--- config.mk ---
export PLATFORM = sky130hd
export DESIGN_NAME = fac_plane_store
export DESIGN_NICKNAME = d
export VERILOG_FILES = /design/src/rtl/fac_pkg.sv /design/src/rtl/fac_plane_store.sv
export SDC_FILE = /design/constraint.sdc
export NUM_CORES = 2
export LEC_CHECK = 0
export BUFFER_PORTS_ARGS = -buffer_cell sky130_fd_sc_hd__clkbuf_2
export CAP_MARGIN = 10
export CELL_PAD_IN_SITES_DETAIL_PLACEMENT = 1
export CELL_PAD_IN_SITES_GLOBAL_PLACEMENT = 1
export CORE_AREA = 10 10 344 346
export DETAILED_ROUTE_END_ITERATION = 16
export DIE_AREA = 0 0 354 356
export GPL_TIMING_DRIVEN = 0
export PLACE_DENSITY_LB_ADDON = 0.1
export RECOVER_POWER = 100
export SYNTH_ARGS = -nofsm -noshare
export SYNTH_HDL_FRONTEND = slang
export SYNTH_SLANG_ARGS = --single-unit
--- constraint.sdc ---
create_clock -name clk -period 1.4 [get_ports clk]
set_input_delay 0.28 -clock clk [delete_from_list [all_inputs] [get_ports clk]]
set_output_delay 0.28 -clock clk [all_outputs]
set_load 0.02 [all_outputs]
--- src/rtl/fac_pkg.sv ---
`timescale 1ns / 1ps
// ----------------------------------------------------------------------------
// fac_pkg: shared types and constants for the frustum box culler
// Word layouts for both channels, the plane record and the stage enables.
// ----------------------------------------------------------------------------
package fac_pkg;

  localparam int FIELD_W = 32;  // every coefficient and coordinate field
  localparam int IDX_W   = 3;   // plane_index and reject_plane
  localparam int FRAC_W  = 16;  // fraction bits of the Q16.16 inputs

  localparam logic OP_LOAD = 1'b0;
  localparam logic OP_TEST = 1'b1;

  typedef struct packed {
    logic                      opcode;
    logic [IDX_W-1:0]          plane_index;
    logic signed [FIELD_W-1:0] plane_a;
    logic signed [FIELD_W-1:0] plane_b;
    logic signed [FIELD_W-1:0] plane_c;
    logic signed [FIELD_W-1:0] plane_d;
    logic signed [FIELD_W-1:0] min_x;
    logic signed [FIELD_W-1:0] min_y;
    logic signed [FIELD_W-1:0] min_z;
    logic signed [FIELD_W-1:0] max_x;
    logic signed [FIELD_W-1:0] max_y;
    logic signed [FIELD_W-1:0] max_z;
  } in_word_t;

  typedef struct packed {
    logic             inside_res;
    logic [IDX_W-1:0] reject_plane;
  } out_word_t;

  typedef struct packed {
    logic [FIELD_W-1:0] a;
    logic [FIELD_W-1:0] b;
    logic [FIELD_W-1:0] c;
    logic [FIELD_W-1:0] d;
  } plane_t;

  // load enables of the lane stages, one per register rank
  typedef struct packed {
    logic en_s2;
    logic en_s3;
    logic en_s4;
    logic en_s5;
  } pipe_ctl_t;

endpackage

--- src/rtl/fac_plane_store.sv ---
`timescale 1ns / 1ps
// ----------------------------------------------------------------------------
// fac_plane_store: plane coefficient registers
// One row of a, b, c, d per plane; each row is read by its own lane.
// ----------------------------------------------------------------------------
module fac_plane_store #(
  parameter int NUM_PLANES = 6
) (
  input  logic                      clk,
  input  logic                      rst_n,
  input  logic                      wr_en,
  input  logic [fac_pkg::IDX_W-1:0] wr_idx,
  input  fac_pkg::plane_t           wr_plane,
  output fac_pkg::plane_t           planes [NUM_PLANES]
);
  import fac_pkg::*;

  plane_t planes_r [NUM_PLANES];

  // slots past the plane count never match, so such loads drop
  always_ff @(posedge clk) begin
    if (!rst_n) begin
      for (int p = 0; p < NUM_PLANES; p++) begin
        planes_r[p] <= '0;
      end
    end else begin
      for (int p = 0; p < NUM_PLANES; p++) begin
        if (wr_en && (int'(wr_idx) == p)) begin
          planes_r[p] <= wr_plane;
        end
      end
    end
  end

  assign planes = planes_r;

endmodule

### Word level (Yosys, flattened, before mapping)

Index checks and enable logic that the tools add are counted.

| word-level totals | value |
|---|---|
| register bits after elaboration | 768 |
| output and inout port bits | 768 |

| cells by class | value |
|---|---|
| equal/unequal tests | 5 |
| reductions and logical operators | 7 |

Operators by type and width:

| kind | number |
|---|---|
| 3-bit == test (second input constant) | 4 |
| 1-bit logical AND | 6 |
| 3-bit by 2-bit == test with 1-bit output (second input constant) | 1 |
| 3-bit logical NOT | 1 |

### Logic depth before layout (Yosys ltp)

| logic depth | value |
|---|---|
| depth after elaboration | 2 |
| gate-level depth with buffers | 6 |
| gate-level depth less buffers | 2 |

### Least setup slack after synthesis

No wires, ideal clock.

| timing path | value |
|---|---|
| kind | in2reg |
| from | input port wr_idx[0] in the netlist's numbering |
| to | register planes_r (netlist bit planes[660]) |
| arrival | 1.153 ns |
| data required time | 1.328 ns |
| path slack | 0.175 ns |
| stages on the path | 4 |
| cells stage by stage | nor4b_4 -> buf_8 -> buf_12 -> mux2i_1 |

| between the ends | value |
|---|---|
| word-level cells in the longest chain between the ends | 2 |

Ends and longest elaborated chain:

| what | line | RTL |
|---|---|---|
| start: declaration | fac_plane_store.sv:12 | `input logic [fac_pkg::IDX_W-1:0] wr_idx,` |
| 3-bit logical NOT | fac_plane_store.sv:28 | `if (wr_en && (int'(wr_idx) == p)) begin` |
| 1-bit logical AND | fac_plane_store.sv:28 |  |
| end signal: indexed assignment | fac_plane_store.sv:29 | `planes_r[p] <= wr_plane;` |
| end: declaration | fac_plane_store.sv:18 | `plane_t planes_r [NUM_PLANES];` |

Every way passes these cells.
A chain may end at the register's enable or synchronous reset.

### Worst setup path in the final report

| timing path | value |
|---|---|
| from | register planes_r (netlist bit planes[479]) |
| to | output port planes[479] in the netlist's numbering |

RTL lines:

| what | line | RTL |
|---|---|---|
| end: declaration | fac_plane_store.sv:14 | `output fac_pkg::plane_t planes [NUM_PLANES]` |

No word-level cell between the ends.

==> impl_summary.txt <==
----------------------------------------------------
[Clocking]
  Clk sink count ... 768
  Deepest level of the CTS H-tree ... 3
  Clock slew at the register clock pins of the worst setup and hold paths ... approximately 60 ps
  Buffer type at the clock tree root ... sky130_fd_sc_hd__clkbuf_16
  Clock latency of the later-clocked register in the worst-skew pair ... about 660 ps
  CTS tree ... yes
  Maximum clock insertion buffer count ... 3
  Total clock buffers created by CTS ... between 90 and 100

[Yosys]
  Per-instance average area after synthesis ... approximately 11 sq um
  #FFs+latches synth ... ~770
  Proportion of netlist area held by the largest area contributor ... about 55%
  Synth cell types ... 13
  Cell area after synthesis ... between 0.02 and 0.03 sq mm
  Part of the Yosys area used for sequential elements ... 55.43%
  Count of mapped cells out of synthesis ... between 2000 and 3000
  Top post-synthesis cells by area ... sky130_fd_sc_hd__dfxtp_1 55%, sky130_fd_sc_hd__mux2i_1 28%, sky130_fd_sc_hd__nand2_1 12%
  Syn_nets ... roughly 2800
  Yosys warning total ... 0
  Leading area contributor after synthesis ... sky130_fd_sc_hd__dfxtp_1

[Run]
  Number of max-cap violations ... 0

[Pwr]
  Leakage power ... roughly 0.023 uW
  Power per unit of standard cell area ... about 1100 mW/mm^2
  Worst VDD drop ... 753.3 uV
  Power, Total ... 51990 uW

[Detailed routing]
  DRT iter0 DRCs ... about 780
  Post-Route WL ... roughly 140000 um
  Number of detailed-route iterations in the first pass ... 4
  Via total after detailed routing ... about 24000
  Detailed-route DRC error count ... 0
  Average routed wire per standard cell ... ~26 um
  Count of antenna-violating nets left after detailed routing ... 0
  Routed vias/inst ... between 4 and 5

[Timing]
  Slew at the pin closest to its max-slew limit ... around 840 ps
  Final Max Slew Viols ... 0
  Hold Vio Cnt, Final ... 0
  RSZ-0062 raised after global routing ... yes
  Final period utilization ... 104.3%
  Max Clock Skew ... 0 ps
  Setup TNS ... -3562 ps
  Shortest period the worst path allows ... between 1000 and 1500 ps
  Final setup slack of the worst path ... -59.61 ps
  Relative slew slack ... between 40% and 50%
  Maximum clock frequency ... 685.1 MHz
  # setup viols final ... 379

[Layout]
  Most common library cell in the layout ignoring fill and taps ... sky130_fd_sc_hd__nand2_1
  Area delta synth->final ... 71.27%
  Post-route insts no fill ... ~5400
  Fraction of final layout cells with drive strength greater than 1 ... 55.66%
  Flip-flop count of the largest register, all copies and words added ... about 770
  Most frequent cells in the layout ... 896 x sky130_fd_sc_hd__nand2_1, 768 x sky130_fd_sc_hd__mux2i_1, 767 x sky130_fd_sc_hd__buf_8
  Nets ... about 4000
  Final design area excluding fillers ... 0.04750 sq mm

[Placed design]
  Dpl cell area ... roughly 0.034 sq mm
  Weighted congestion reported at the end of routability-driven placement ... roughly 0.75
  Total of buffers placed on input and output ports ... 900
  Post-Place Setup Slack ... -991.6 ps
  Final HPWL DP ... 105800 um
  Inst Count DP ... ~5000

[Die]
  Die height ... around 360 um
  Core Area ... 0.1116 sq mm
  Die Outline Area ... approximately 0.13 sq mm
  Starting utilization of the core area ... around a quarter
  Num ports ... between 900 and 1000
  Floorplan die width ... roughly 350 um
  Site row count ... 123

[Global route]
  Maximum number of pins on one net before global-route repair ... 13
  Total overflow reported by the global router ... 0
  Vias in the first global route ... ~25000
  Number of antenna violations at the first check in global routing ... 19
  GRT Overall Usage ... 21.25%
  First-pass GRT wire length ... about 200000 um

[Worst setup path]
  Max stage delay on crit path ... about 350 ps
  Critical path data arrival time ... 1180 ps
  Ordered cell list for the critical path ... clkbuf_16
  Maximum fanout encountered on the critical timing path ... 2
  Required time at the endpoint of the critical path ... about 1100 ps
  Kind of critical path ... register to output pin
  Launching element type of the critical path ... register
  Critical path buffers and inverters ... 1
  Cell type of the slowest stage on the worst timing path ... sky130_fd_sc_hd__dfxtp_2
  Endpoint class of the critical path ... output pin
  Top delay family on crit path ... flip-flops

[Outcome]
  Failing checks ... setup timing
  Run status ... finished, violations left

[Min path]
  Worst min-delay path category ... primary input to register

----------------------------------------------------
[path summary, 6_finish.rpt]
kind,from,endpoint,slack [ps],cells after the start
setup / recovery,planes[479],planes[479],-60,1
hold / removal,wr_plane[107],planes[363],50,3
setup reg to reg,planes[472],planes[472],530,4
hold reg to reg,planes[433],planes[433],470,2
[synthesized netlist by cell type]
master / n
sky130_fd_sc_hd__mux2i_1: 768
sky130_fd_sc_hd__buf_1: 1
sky130_fd_sc_hd__nor4b_4: 1
sky130_fd_sc_hd__buf_12: 10
sky130_fd_sc_hd__dfxtp_1: 768
sky130_fd_sc_hd__buf_2: 78
sky130_fd_sc_hd__nand2_1: 896
sky130_fd_sc_hd__clkbuf_1: 26
sky130_fd_sc_hd__buf_6: 1
sky130_fd_sc_hd__buf_8: 3
sky130_fd_sc_hd__nand4b_1: 2
sky130_fd_sc_hd__nand4bb_1: 3
sky130_fd_sc_hd__buf_4: 65
[where the power goes]
group          internal, uW  total [uW]  switching, uW
combinational          2160        5020           2870
sequential            22400       22900            460
clock                 14200       24100           9910
[layout make-up]
cell class | instances | area [sq um]
clock inverter | 28 | 246.5
multi-input combinational | 1670 | 11130
buffer | 184 | 1251
tap | 1500 | 1877
clock buffer | 141 | 2779
antenna | 11 | 27.53
timing repair buffer | 1104 | 13780
fill | 11970 | 64070
sequential | 768 | 16420
[cell families (layout without fill, tap and decap cells)]
group / count (synthesis) / in the layout / synth area share [%]
buf+inv: 184 / 1457 / 4.457
simple gates: 902 / 902 / 12.40
mux: 768 / 768 / 27.72
flops: 768 / 768 / 55.43
other cells: 0 / 11 / 0
[metrics by stage]
step	hold slack, ps	util, %
final	50.41	42.57
after global placement	441.2	30.58
after CTS	1.381	40.74
after detailed placement	445.5	30.58
after global routing	38.43	42.56
after floorplan	522.5	-
[routing by layer]
metal / wire (um) / vias up / track usage, % / share of wire, %
li1: - / 11090 / - / -
met1: 54560 / 11580 / 23.95 / 39
met2: 71230 / 694 / 37.54 / 50
met3: 10950 / 168 / 7.064 / 7.8
met4: 4336 / 6 / 6.712 / 3.1
met5: 42 / - / 0 / 0.030
[timing repair]
item,4_1_cts,5_1_grt
hold endpoints to repair,26,0
hold buffers,7,0
setup endpoints to repair,1202,839
setup buffers,65,132
resized for setup,2317,799
[worst register-to-register path, delay by kind of cell (launching register included)]
kind | cells | cell delay (ps)
flops | 1 | 350
buf+inv | 2 | 200
mux | 1 | 190
simple gates | 1 | 40
Power figures use the tool's default switching activity.
